[config.mk]
export PLATFORM = sky130hd
export DESIGN_NAME = morse_character_encoder_top
export DESIGN_NICKNAME = d
export VERILOG_FILES = /design/src/rtl/mce_pkg.sv /design/src/rtl/mce_seq.sv /design/src/rtl/morse_character_encoder_top.sv
export SDC_FILE = /design/constraint.sdc
export NUM_CORES = 1
export LEC_CHECK = 0
export ABC_CLOCK_PERIOD_IN_PS = 4900
export BUFFER_PORTS_ARGS = -buffer_cell sky130_fd_sc_hd__buf_2
export CELL_PAD_IN_SITES_DETAIL_PLACEMENT = 2
export CELL_PAD_IN_SITES_GLOBAL_PLACEMENT = 2
export CORE_UTILIZATION = 38
export CTS_CLUSTER_SIZE = 30
export DETAILED_ROUTE_END_ITERATION = 10
export HOLD_SLACK_MARGIN = 0.05
export PLACE_DENSITY = 0.81
export SYNTH_ARGS = -nofsm -noshare
export SYNTH_HDL_FRONTEND = slang
export SYNTH_SLANG_ARGS = --single-unit
[constraint.sdc]
create_clock -name i_clk -period 4.9 [get_ports i_clk]
set_clock_uncertainty 0.1 [all_clocks]
set_input_delay 0.245 -clock i_clk [delete_from_list [all_inputs] [get_ports i_clk]]
set_output_delay 0.245 -clock i_clk [all_outputs]
set_load 0.03 [all_outputs]
[src/rtl/mce_pkg.sv]
// Shared types, constants, letter pattern ROM and microcode ROM for the Morse encoder.
`default_nettype none

package mce_pkg;

    localparam int unsigned CODE_W  = 8;
    localparam int unsigned PAT_W   = 16;
    localparam int unsigned UNITS_W = 3;

    localparam logic [CODE_W-1:0]  SPACE_CODE  = 8'd32;
    localparam logic [UNITS_W-1:0] BIT_UNITS   = 3'd1;
    localparam logic [UNITS_W-1:0] GAP_UNITS   = 3'd3;
    localparam logic [UNITS_W-1:0] SPACE_UNITS = 3'd4;

    // Sequencer steps; the step counter is the state of the sequencer.
    typedef enum logic [1:0] {
        ST_FETCH = 2'd0,
        ST_BITS  = 2'd1,
        ST_GAP   = 2'd2,
        ST_SPACE = 2'd3
    } t_step;

    // Jump conditions.
    typedef enum logic [1:0] {
        CND_ALWAYS = 2'd0,
        CND_SPACE  = 2'd1,
        CND_DONE   = 2'd2
    } t_cond;

    // When a step writes a result into the output register.
    typedef enum logic [1:0] {
        EM_NONE        = 2'd0,
        EM_ALWAYS      = 2'd1,
        EM_UNLESS_JUMP = 2'd2
    } t_emit;

    typedef struct packed {
        logic               wait_in;
        t_emit              emit;
        logic               level_from_pat;
        logic [UNITS_W-1:0] units;
        logic               last;
        logic               shift;
        t_cond              cond;
        t_step              target;
        t_step              fall;
    } t_uword;

    // Status from the datapath to the sequencer.
    typedef struct packed {
        logic in_valid;
        logic in_space;
        logic pat_done;
        logic out_blocked;
    } t_stat;

    // Strobes from the sequencer to the datapath.
    typedef struct packed {
        logic take;
        logic load;
        logic emit;
        logic shift;
    } t_ctl;

    function automatic t_uword ucode(input t_step step);
        t_uword w;
        w = '{wait_in: 1'b0, emit: EM_NONE, level_from_pat: 1'b0, units: GAP_UNITS,
              last: 1'b0, shift: 1'b0, cond: CND_ALWAYS, target: ST_FETCH,
              fall: ST_FETCH};
        case (step)
            ST_FETCH: begin
                w.wait_in = 1'b1;
                w.cond    = CND_SPACE;
                w.target  = ST_SPACE;
                w.fall    = ST_BITS;
            end
            ST_BITS: begin
                w.emit           = EM_UNLESS_JUMP;
                w.level_from_pat = 1'b1;
                w.units          = BIT_UNITS;
                w.shift          = 1'b1;
                w.cond           = CND_DONE;
                w.target         = ST_GAP;
                w.fall           = ST_BITS;
            end
            ST_GAP: begin
                w.emit  = EM_ALWAYS;
                w.units = GAP_UNITS;
                w.last  = 1'b1;
            end
            ST_SPACE: begin
                w.emit  = EM_ALWAYS;
                w.units = SPACE_UNITS;
                w.last  = 1'b1;
            end
            default: begin
                w.cond = CND_ALWAYS;
            end
        endcase
        return w;
    endfunction

    // Keying pattern of the letters A to Z; every other code has an empty pattern.
    function automatic logic [PAT_W-1:0] letter_pattern(input logic [CODE_W-1:0] code);
        logic [PAT_W-1:0] p;
        case (code)
            8'd65:   p = 16'd47104;
            8'd66:   p = 16'd60032;
            8'd67:   p = 16'd60320;
            8'd68:   p = 16'd59904;
            8'd69:   p = 16'd32768;
            8'd70:   p = 16'd44672;
            8'd71:   p = 16'd61056;
            8'd72:   p = 16'd43520;
            8'd73:   p = 16'd40960;
            8'd74:   p = 16'd48056;
            8'd75:   p = 16'd60288;
            8'd76:   p = 16'd47744;
            8'd77:   p = 16'd60928;
            8'd78:   p = 16'd59392;
            8'd79:   p = 16'd61152;
            8'd80:   p = 16'd48032;
            8'd81:   p = 16'd61112;
            8'd82:   p = 16'd47616;
            8'd83:   p = 16'd43008;
            8'd84:   p = 16'd57344;
            8'd85:   p = 16'd44544;
            8'd86:   p = 16'd43904;
            8'd87:   p = 16'd48000;
            8'd88:   p = 16'd60128;
            8'd89:   p = 16'd60344;
            8'd90:   p = 16'd61088;
            default: p = '0;
        endcase
        return p;
    endfunction

endpackage

`default_nettype wire

[src/rtl/mce_seq.sv]
// Microcode sequencer: step counter, control word ROM and conditional jumps.
`default_nettype none

module mce_seq (
    input  wire logic           i_clk,
    input  wire logic           i_rst_n,
    input  wire mce_pkg::t_stat i_stat,
    output mce_pkg::t_uword     o_uword,
    output mce_pkg::t_ctl       o_ctl
);

    mce_pkg::t_step  r_step;
    mce_pkg::t_step  n_step;
    mce_pkg::t_uword uword;
    logic            cond_true;
    logic            emit;
    logic            fire;

    assign uword = mce_pkg::ucode(r_step);

    always_comb begin
        case (uword.cond)
            mce_pkg::CND_ALWAYS: cond_true = 1'b1;
            mce_pkg::CND_SPACE:  cond_true = i_stat.in_space;
            mce_pkg::CND_DONE:   cond_true = i_stat.pat_done;
            default:             cond_true = 1'b1;
        endcase
    end

    always_comb begin
        case (uword.emit)
            mce_pkg::EM_ALWAYS:      emit = 1'b1;
            mce_pkg::EM_UNLESS_JUMP: emit = !cond_true;
            default:                 emit = 1'b0;
        endcase
    end

    // A step waiting for input fires on a transfer; an emitting step waits for room.
    assign fire = uword.wait_in ? i_stat.in_valid : !(emit && i_stat.out_blocked);

    // Next state.
    always_comb begin
        n_step = r_step;
        if (fire) begin
            n_step = cond_true ? uword.target : uword.fall;
        end
    end

    // Outputs.
    always_comb begin
        o_uword     = uword;
        o_ctl.take  = uword.wait_in;
        o_ctl.load  = uword.wait_in && fire;
        o_ctl.emit  = emit && fire;
        o_ctl.shift = uword.shift && emit && fire;
    end

    always_ff @(posedge i_clk) begin
        if (!i_rst_n) begin
            r_step <= mce_pkg::ST_FETCH;
        end else begin
            r_step <= n_step;
        end
    end

endmodule

`default_nettype wire

[src/rtl/morse_character_encoder_top.sv]
// Top level of the Morse character encoder: pattern shifter, output register and sequencer.
`default_nettype none

// Takes one character code per input transfer and gives its Morse keying as a
// run of result transfers, each a line level and a length in time units. A
// letter A to Z gives one one-unit result per pattern bit and then a closing
// low gap of 3 units; a space gives a single low run of 4 units; any other
// code gives only the 3-unit gap. The last result of a character carries
// run_end. A small microcoded sequencer steps through the work, one step per
// cycle when the output side keeps up: a letter runs fetch, a bit step per
// pattern bit, a bit step that finds the pattern done, and gap; a space
// runs fetch and space; other codes run fetch, that bit step and gap. A
// single output register holds the waiting result, and the sequencer stalls
// while it is full and not being taken. The next character is taken once
// the previous one's last result has been written into that register.
module morse_character_encoder_top (
    input  wire logic                         i_clk,
    input  wire logic                         i_rst_n,
    input  wire logic                         i_valid,
    output logic                              o_ready,
    input  wire logic [mce_pkg::CODE_W-1:0]   i_char_code,
    output logic                              o_valid,
    input  wire logic                         i_ready,
    output logic                              o_line_level,
    output logic [mce_pkg::UNITS_W-1:0]       o_unit_count,
    output logic                              o_run_end
);

    mce_pkg::t_stat              stat;
    mce_pkg::t_ctl               ctl;
    mce_pkg::t_uword             uword;
    logic [mce_pkg::PAT_W-1:0]   r_pat;
    logic                        r_out_valid;
    logic                        r_level;
    logic [mce_pkg::UNITS_W-1:0] r_units;
    logic                        r_last;

    assign stat.in_valid    = i_valid;
    assign stat.in_space    = (i_char_code == mce_pkg::SPACE_CODE);
    assign stat.pat_done    = (r_pat[mce_pkg::PAT_W-1 -: 2] == 2'b00);
    assign stat.out_blocked = r_out_valid && !i_ready;

    mce_seq u_seq (
        .i_clk   (i_clk),
        .i_rst_n (i_rst_n),
        .i_stat  (stat),
        .o_uword (uword),
        .o_ctl   (ctl)
    );

    // The pattern is sent from its top bit, one bit per emitted unit.
    always_ff @(posedge i_clk) begin
        if (ctl.load) begin
            r_pat <= mce_pkg::letter_pattern(i_char_code);
        end else if (ctl.shift) begin
            r_pat <= {r_pat[mce_pkg::PAT_W-2:0], 1'b0};
        end
    end

    always_ff @(posedge i_clk) begin
        if (!i_rst_n) begin
            r_out_valid <= 1'b0;
        end else if (ctl.emit) begin
            r_out_valid <= 1'b1;
        end else if (i_ready) begin
            r_out_valid <= 1'b0;
        end
    end

    always_ff @(posedge i_clk) begin
        if (ctl.emit) begin
            r_level <= uword.level_from_pat && r_pat[mce_pkg::PAT_W-1];
            r_units <= uword.units;
            r_last  <= uword.last;
        end
    end

    assign o_ready      = ctl.take;
    assign o_valid      = r_out_valid;
    assign o_line_level = r_level;
    assign o_unit_count = r_units;
    assign o_run_end    = r_last;

endmodule

`default_nettype wire
==> results of run 1 <==
## worst paths after layout
path	slack [ns]	to	from	depth (start not counted)
max	2.67	r_pat[11]	u_seq.r_step[0]	4
min	0.08	u_seq.r_step[1]	i_rst_n	2
max reg2reg	2.67	r_pat[11]	u_seq.r_step[0]	4
min reg2reg	0.46	r_pat[13]	r_pat[12]	1
## layout make-up
type | instances | area, um2
clock buffers | 3 | 22.5
clock inverters | 1 | 5.00
fillers | 389 | 1890
inverters | 7 | 26.3
multi-input cells | 106 | 719
flip-flops and latches | 21 | 601
well taps | 46 | 57.6
repair buffers | 18 | 90.1
## per-layer routing
metal | vias up | GRT usage (%) | wire length [um]
met5 | - | 0 | 0
met4 | 0 | 8.14 | 68
met3 | 6 | 2.01 | 87
met2 | 25 | 36.4 | 1920
met1 | 572 | 24.8 | 1560
li1 | 558 | - | -
## cell usage in the layout, fill, tap and decap left out, types with 4 or more instances in the layout
cell type  synthesis  final
nand2b_1           5      5
edfxtp_1          18     18
a32o_1             4      4
ha_1              10     10
nand2_1           16     16
buf_2              4     18
o21ai_0           10     10
a21oi_1            6      6
nor2_1            12     12
nand3_1            5      5
inv_1              6      6
## report_power, final
| group | total, mW | internal (mW) | switching (mW) |
|---|---|---|---|
| logic | 0.157 | 0.0503 | 0.107 |
| clock network | 0.0827 | 0.0304 | 0.0523 |
| registers | 0.279 | 0.257 | 0.0218 |
## worst max-delay path, stage by stage (launching register included)
cell and delay [ns]:
dfxtp_1 0.47, inv_1 0.11, nor2_1 0.24, a21oi_1 0.12, nor2_1 0.82
## registers in the layout, indices dropped and copies added (netlist names)
name,flops
u_seq.r_step,2
r_pat,13
o_line_level,1
o_unit_count,3
o_run_end,1
o_valid,1
## metrics by stage
stage	area [um2]	std cells	hold WS [ns]	util, %
after detailed placement	1490	198	0.399	43.7
after global placement	1490	198	0.379	43.7
after CTS	1520	202	0.0749	44.5
after global routing	1520	202	0.0665	44.5
after floorplan	1390	143	0.263	-
final	1520	202	0.0764	44.5
## cells by family after synthesis
group	after synthesis
and+or+nand+nor	52
AOI/OAI and AO/OA	42
DFF	21
buffers and inverters	16
adders and majority gates	10
muxes	2
==> run summary, run 1 <==
post-synthesis mux area share -> 1.53%
area grow syn2layout -> 9.25%
Fin. Hold Viols -> 0
compound-cell area share of the yosys netlist -> 22.0%
Residual DRC -> 0
die width -> 62.5 um
Worst Setup Path Type -> reg -> reg
Remaining Overflow, GRT -> 0
Crit Path Max Fanout -> 13
top-count cell post-synth -> edfxtp_1
share of layout cells above drive strength 1 -> 18.6%
first-pass GRT wire length -> 6.29 mm
outcome -> finished clean
combinational family with the most area after synthesis -> compound AO/OA/AOI/OAI gates
gp weighted congestion -> 0.821
crit end category -> register
Worst Path Required -> 4.73 ns
worst-margin pin slew -> 1.08 ns
Post-Synth Adder-Cell Area -> 8.98%
# clock sinks -> 21
Rel. slew slack -> 27.7%
Die Y -> 62.5 um
worst skew pair latency -> 0.30 ns
Synth Area in XOR/XNOR -> 0%
Pwr per Cell Area -> 341 mW/mm2
Worst Hold Class -> in -> reg
CTS tree -> done
EDFF count, synth -> 18
port bufs -> 18
CTS Root Cell -> clkbuf_4
Die ar. -> 0.00391 mm2
drt wl/cell -> 18.0 um
Seq/Total Area, Yosys -> 43.1%
syn_nets -> 165
setup_tns -> 0 ns
Mean Syn Cell Area -> 9.74 um2
number of hold buffers added after cts -> 0
setup bufs post-CTS -> 0
pre-CTS WS -> 2.68 ns
Core Area -> 0.00342 mm2
post-route ant nets -> 0
detailed-route wire length -> 3.64 mm
Clock transition at path regs -> 0.12 ns
initial core utilization -> 40.8%
Iter 0 DRT Violations -> 49
antenna violations before repair -> 0
Final setup viols -> 0
peak supply drop -> 0.0953 mV
DR vias/cell -> 5.75
crit path DAT -> 2.06 ns
mapped cell area -> 0.00139 mm2
Post-synth ARST share -> 0%
total power -> 519 uW
via count -> 1161
io pins -> 19
Synth Register Bits -> 21
synth cell count leaders -> edfxtp_1 (18), nand2_1 (16), nor2_1 (12)
max_cap viols -> 0
clk buf depth -> 2
clock period minus worst slack -> 2.23 ns
synth warn -> 0
# nets final -> 179
final period utilization -> 45.6%
H-tree depth -> 1
share of the synthesized area in the top cell type -> 38.8%
largest net degree at the start of global routing -> 26
Synth Flop Type -> edfxtp_1
Cells after Synth -> 143
Num CTS Buffers -> 3
Synth cell types -> 43
Max Clk Rate -> 448 MHz
GRT Util Overall -> 20.3%
Slew Limit Fails -> 0
post-detailed-placement half-perimeter wirelength -> 2.83 mm
n_diodes -> 0
DR pass1 iterations -> 4
Pleak -> 0.592 nW
largest area contributor in the netlist -> edfxtp_1
startpoint types -> register
Post-CTS Resized -> 0
Simple-Gate Fraction of Synth Area -> 19.1%
vias in the first global route -> 1260
setup ws final -> 2.67 ns
FP Rows -> 21
Synth area leaders -> edfxtp_1 (39%), ha_1 (9.0%), dfxtp_1 (4.3%)
RSZ-0062 raised after global routing -> no
Note: power is estimated with default switching activity, not from simulation.
==> run 2, diff against run 1 <==
--- a/config.mk
+++ b/config.mk
@@ -5,15 +5,16 @@
 export SDC_FILE = /design/constraint.sdc
 export NUM_CORES = 1
 export LEC_CHECK = 0
-export ABC_CLOCK_PERIOD_IN_PS = 4900
+export ABC_AREA = 1
+export ABC_CLOCK_PERIOD_IN_PS = 2100
 export BUFFER_PORTS_ARGS = -buffer_cell sky130_fd_sc_hd__buf_2
 export CELL_PAD_IN_SITES_DETAIL_PLACEMENT = 2
 export CELL_PAD_IN_SITES_GLOBAL_PLACEMENT = 2
-export CORE_UTILIZATION = 38
+export CORE_UTILIZATION = 33
 export CTS_CLUSTER_SIZE = 30
 export DETAILED_ROUTE_END_ITERATION = 10
 export HOLD_SLACK_MARGIN = 0.05
-export PLACE_DENSITY = 0.81
+export PLACE_DENSITY = 0.75
 export SYNTH_ARGS = -nofsm -noshare
 export SYNTH_HDL_FRONTEND = slang
 export SYNTH_SLANG_ARGS = --single-unit
==> constraint.sdc (replaced) <==
create_clock -name i_clk -period 2.1 [get_ports i_clk]
set_clock_uncertainty 0.1 [all_clocks]
set_input_delay 0.105 -clock i_clk [delete_from_list [all_inputs] [get_ports i_clk]]
set_output_delay 0.105 -clock i_clk [all_outputs]
set_load 0.03 [all_outputs]
==> run 2 against run 1 <==
Utilization decreased by 4.8 points. Critical endpoint is now r_pat[7]. Final area increased by 5.9%. Flip-flop and latch count unchanged. Critical path depth increased by 1. Synthesized cell count increased by 22%. Largest cell class unchanged. Setup slack got worse by 2.2 ns. Final cell count increased by 21%. Largest power group unchanged. Via count increased by 8.6%. Worst hold slack improved by 0.056 ns.
==> run summary, run 2 <==
io pins -> 19 (unchanged)
Die ar. -> 0.00457 mm2 (was 0.00391 mm2)
busiest grt layer -> met2 (unchanged)
Critical Path Slowest Stage Cell -> dfxtp_1 (was nor2_1)
H-tree depth -> 1 (unchanged)
antenna violations before repair -> 0 (unchanged)
Rel. slew slack -> 77.7% (was 27.7%)
GRT Util Overall -> 19.1% (was 20.3%)
crit end category -> register (unchanged)
largest area contributor in the netlist -> edfxtp_1 (unchanged)
Iter 0 DRT Violations -> 38 (was 49)
EDFF count, synth -> 18 (unchanged)
Final setup viols -> 0 (unchanged)
Crit Path Max Fanout -> 13 (unchanged)
top-count cell post-synth -> nand2_1 (was edfxtp_1)
GR Util met1 -> 25.8% (was 24.8%)
DR pass1 iterations -> 4 (unchanged)
Residual DRC -> 0 (unchanged)
Remaining Overflow, GRT -> 0 (unchanged)
crit path DAT -> 1.51 ns (was 2.06 ns)
Post-CTS Resized -> 0 (unchanged)
GR Layer Usage met2 -> 32.2% (was 36.4%)
mapped cell area -> 0.00142 mm2 (was 0.00139 mm2)
clk buf depth -> 2 (unchanged)
Clock transition at path regs -> 0.07 ns (was 0.12 ns)
Core Area -> 0.00406 mm2 (was 0.00342 mm2)
Pwr per Cell Area -> 1010 mW/mm2 (was 341 mW/mm2)
worst-margin pin slew -> 0.335 ns (was 1.08 ns)
Post-synth ARST share -> 0% (unchanged)
detailed-route wire length -> 3.91 mm (was 3.64 mm)
vias in the first global route -> 1314 (was 1260)
commonest cells after routing, fill and taps aside -> nand2_1 (50), buf_2 (18), edfxtp_1 (18) (was buf_2 (18), edfxtp_1 (18), nand2_1 (16))
Synth Register Bits -> 21 (unchanged)
port bufs -> 18 (unchanged)
die width -> 67.6 um (was 62.5 um)
largest net degree at the start of global routing -> 17 (was 26)
Worst Path Required -> 1.96 ns (was 4.73 ns)
worst skew pair latency -> 0.26 ns (was 0.30 ns)
total power -> 1.62 mW (was 519 uW)
fill count -> 493 (was 389)
drt wl/cell -> 16.0 um (was 18.0 um)
Slew Limit Fails -> 0 (unchanged)
gp weighted congestion -> 0.875 (was 0.821)
Buffers & Inverters on Critical Path -> 2 (was 1)
clock period minus worst slack -> 1.65 ns (was 2.23 ns)
number of cells on the critical path -> 5 (was 4)
Biggest register -> r_pat (unchanged)
multi-input logic area -> 707 um2 (was 719 um2)
Synth area leaders -> edfxtp_1 (38%), nand2_1 (13%), ha_1 (8.8%) (was edfxtp_1 (39%), ha_1 (9.0%), dfxtp_1 (4.3%))
outcome -> finished clean (unchanged)
WHS Path Cells -> 6 (was 2)
post-detailed-placement half-perimeter wirelength -> 3.17 mm (was 2.83 mm)
Crit path max-delay family -> flip-flops (was simple AND/OR/NAND/NOR gates)
r2r setup slk -> 0.45 ns (was 2.67 ns)
max_cap viols -> 0 (unchanged)
Cells after Synth -> 175 (was 143)
Synth cell types -> 30 (was 43)
Max Clk Rate -> 606 MHz (was 448 MHz)
Die Y -> 67.6 um (was 62.5 um)
# clock sinks -> 21 (unchanged)
CTS tree -> done (unchanged)
via count -> 1261 (was 1161)
CTS Root Cell -> clkbuf_8 (was clkbuf_4)
Num CTS Buffers -> 3 (unchanged)
# nets final -> 217 (was 179)
commonest non-fill, non-tap cell in the layout -> nand2_1
final period utilization -> 78.6% (was 45.6%)
Worst Setup Path Type -> reg -> reg (unchanged)
DR vias/cell -> 5.17 (was 5.75)
Fin. Hold Viols -> 0 (unchanged)
number of hold buffers added after cts -> 2 (was 0)
synth cell count leaders -> nand2_1 (50), edfxtp_1 (18), inv_1 (17) (was edfxtp_1 (18), nand2_1 (16), nor2_1 (12))
RSZ-0062 raised after global routing -> no (unchanged)
post-route ant nets -> 0 (unchanged)
Largest register FFs -> 13 (unchanged)
setup_tns -> 0 ns (unchanged)
Seq/Total Area, Yosys -> 42.3% (was 43.1%)
Pleak -> 0.739 nW (was 0.592 nW)
Mean Syn Cell Area -> 8.11 um2 (was 9.74 um2)
startpoint types -> register (unchanged)
Worst Hold Class -> in -> reg (unchanged)
r2r worst-path depth -> 5 (was 4)
setup bufs post-CTS -> 0 (unchanged)
share of layout cells above drive strength 1 -> 17.5% (was 18.6%)
n_diodes -> 0 (unchanged)
peak supply drop -> 0.443 mV (was 0.0953 mV)
synth warn -> 0 (unchanged)
Synth Flop Type -> edfxtp_1 (unchanged)
syn_nets -> 197 (was 165)
grt met3 use -> 0.507% (was 2.01%)
Sequential Area -> 601 um2 (unchanged)
sequence of cells on the critical path -> inv_1, nor2_1, o21ai_0, o21ai_1, buf_4 (was inv_1, nor2_1, a21oi_1, nor2_1)
Max stage delay on crit path -> 0.45 ns (was 0.82 ns)
first-pass GRT wire length -> 6.43 mm (was 6.29 mm)
FP Rows -> 23 (was 21)
initial core utilization -> 35.0% (was 40.8%)
share of the synthesized area in the top cell type -> 38.1% (was 38.8%)
area grow syn2layout -> 13.6% (was 9.25%)
-- run 2: cell types whose count changed after synthesis, moves of 5 or more --
cell / before / now
inv_1: 6 / 17
nand2b_1: 5 / 0
o21ai_0: 10 / 15
nand3_1: 5 / 12
nand2_1: 16 / 50
-- run 2: through the flow --
step | hold slack (ns) | setup slack (ns) | area, um2 | utilization, % | cells
after global routing | 0.184 | 0.294 | 1610 | 39.7 | 244
after floorplan | 0.103 | 0.220 | 1420 | - | 175
after detailed placement | 0.241 | 0.473 | 1550 | 38.1 | 238
after CTS | 0.129 | 0.436 | 1610 | 39.7 | 244
after global placement | 0.225 | 0.499 | 1550 | 38.1 | 238
final | 0.133 | 0.449 | 1610 | 39.7 | 244
-- run 2: worst min-delay path: stages --
cell and delay, ns:
buf_2 0.09, nor2_1 0.04, nand4_1 0.06, nand2_1 0.05, nand2_1 0.06, a21oi_1 0.05
-- run 2: report_power, final --
group          internal, mW  switching [mW]
clock network         0.135           0.125
registers             0.691          0.0739
logic                 0.178           0.417
total                  1.00           0.617
-- run 2: layout make-up --
| type | instances | area share [%] |
|---|---|---|
| Inverter | 21 | 4.89 |
| Sequential cell | 21 | 37.3 |
| Tap cell | 50 | 3.88 |
| Timing Repair Buffer | 21 | 7.30 |
| Clock buffer | 4 | 2.80 |
| Multi-Input combinational cell | 127 | 43.9 |
-- run 2: path summary, 6_finish.rpt --
path                                 startpoint         endpoint
worst max-delay path            u_seq.r_step[0]         r_pat[7]
worst min-delay path             i_char_code[7]  u_seq.r_step[1]
worst max register to register  u_seq.r_step[0]         r_pat[7]
worst min register to register        r_pat[11]        r_pat[12]
-- run 2: metal layers --
layer / routed length [um] / vias up
met5: 0 / -
met3: 115 / 6
met1: 1810 / 610
li1: - / 620
met2: 1930 / 25
met4: 53 / 0
-- run 2: cell families after synthesis --
logic type                 synth area share, %
adders and majority gates                 8.82
AOI/OAI and AO/OA                         14.6
and+or+nand+nor                           26.4
buffers and inverters                     7.85
DFF                                       42.3
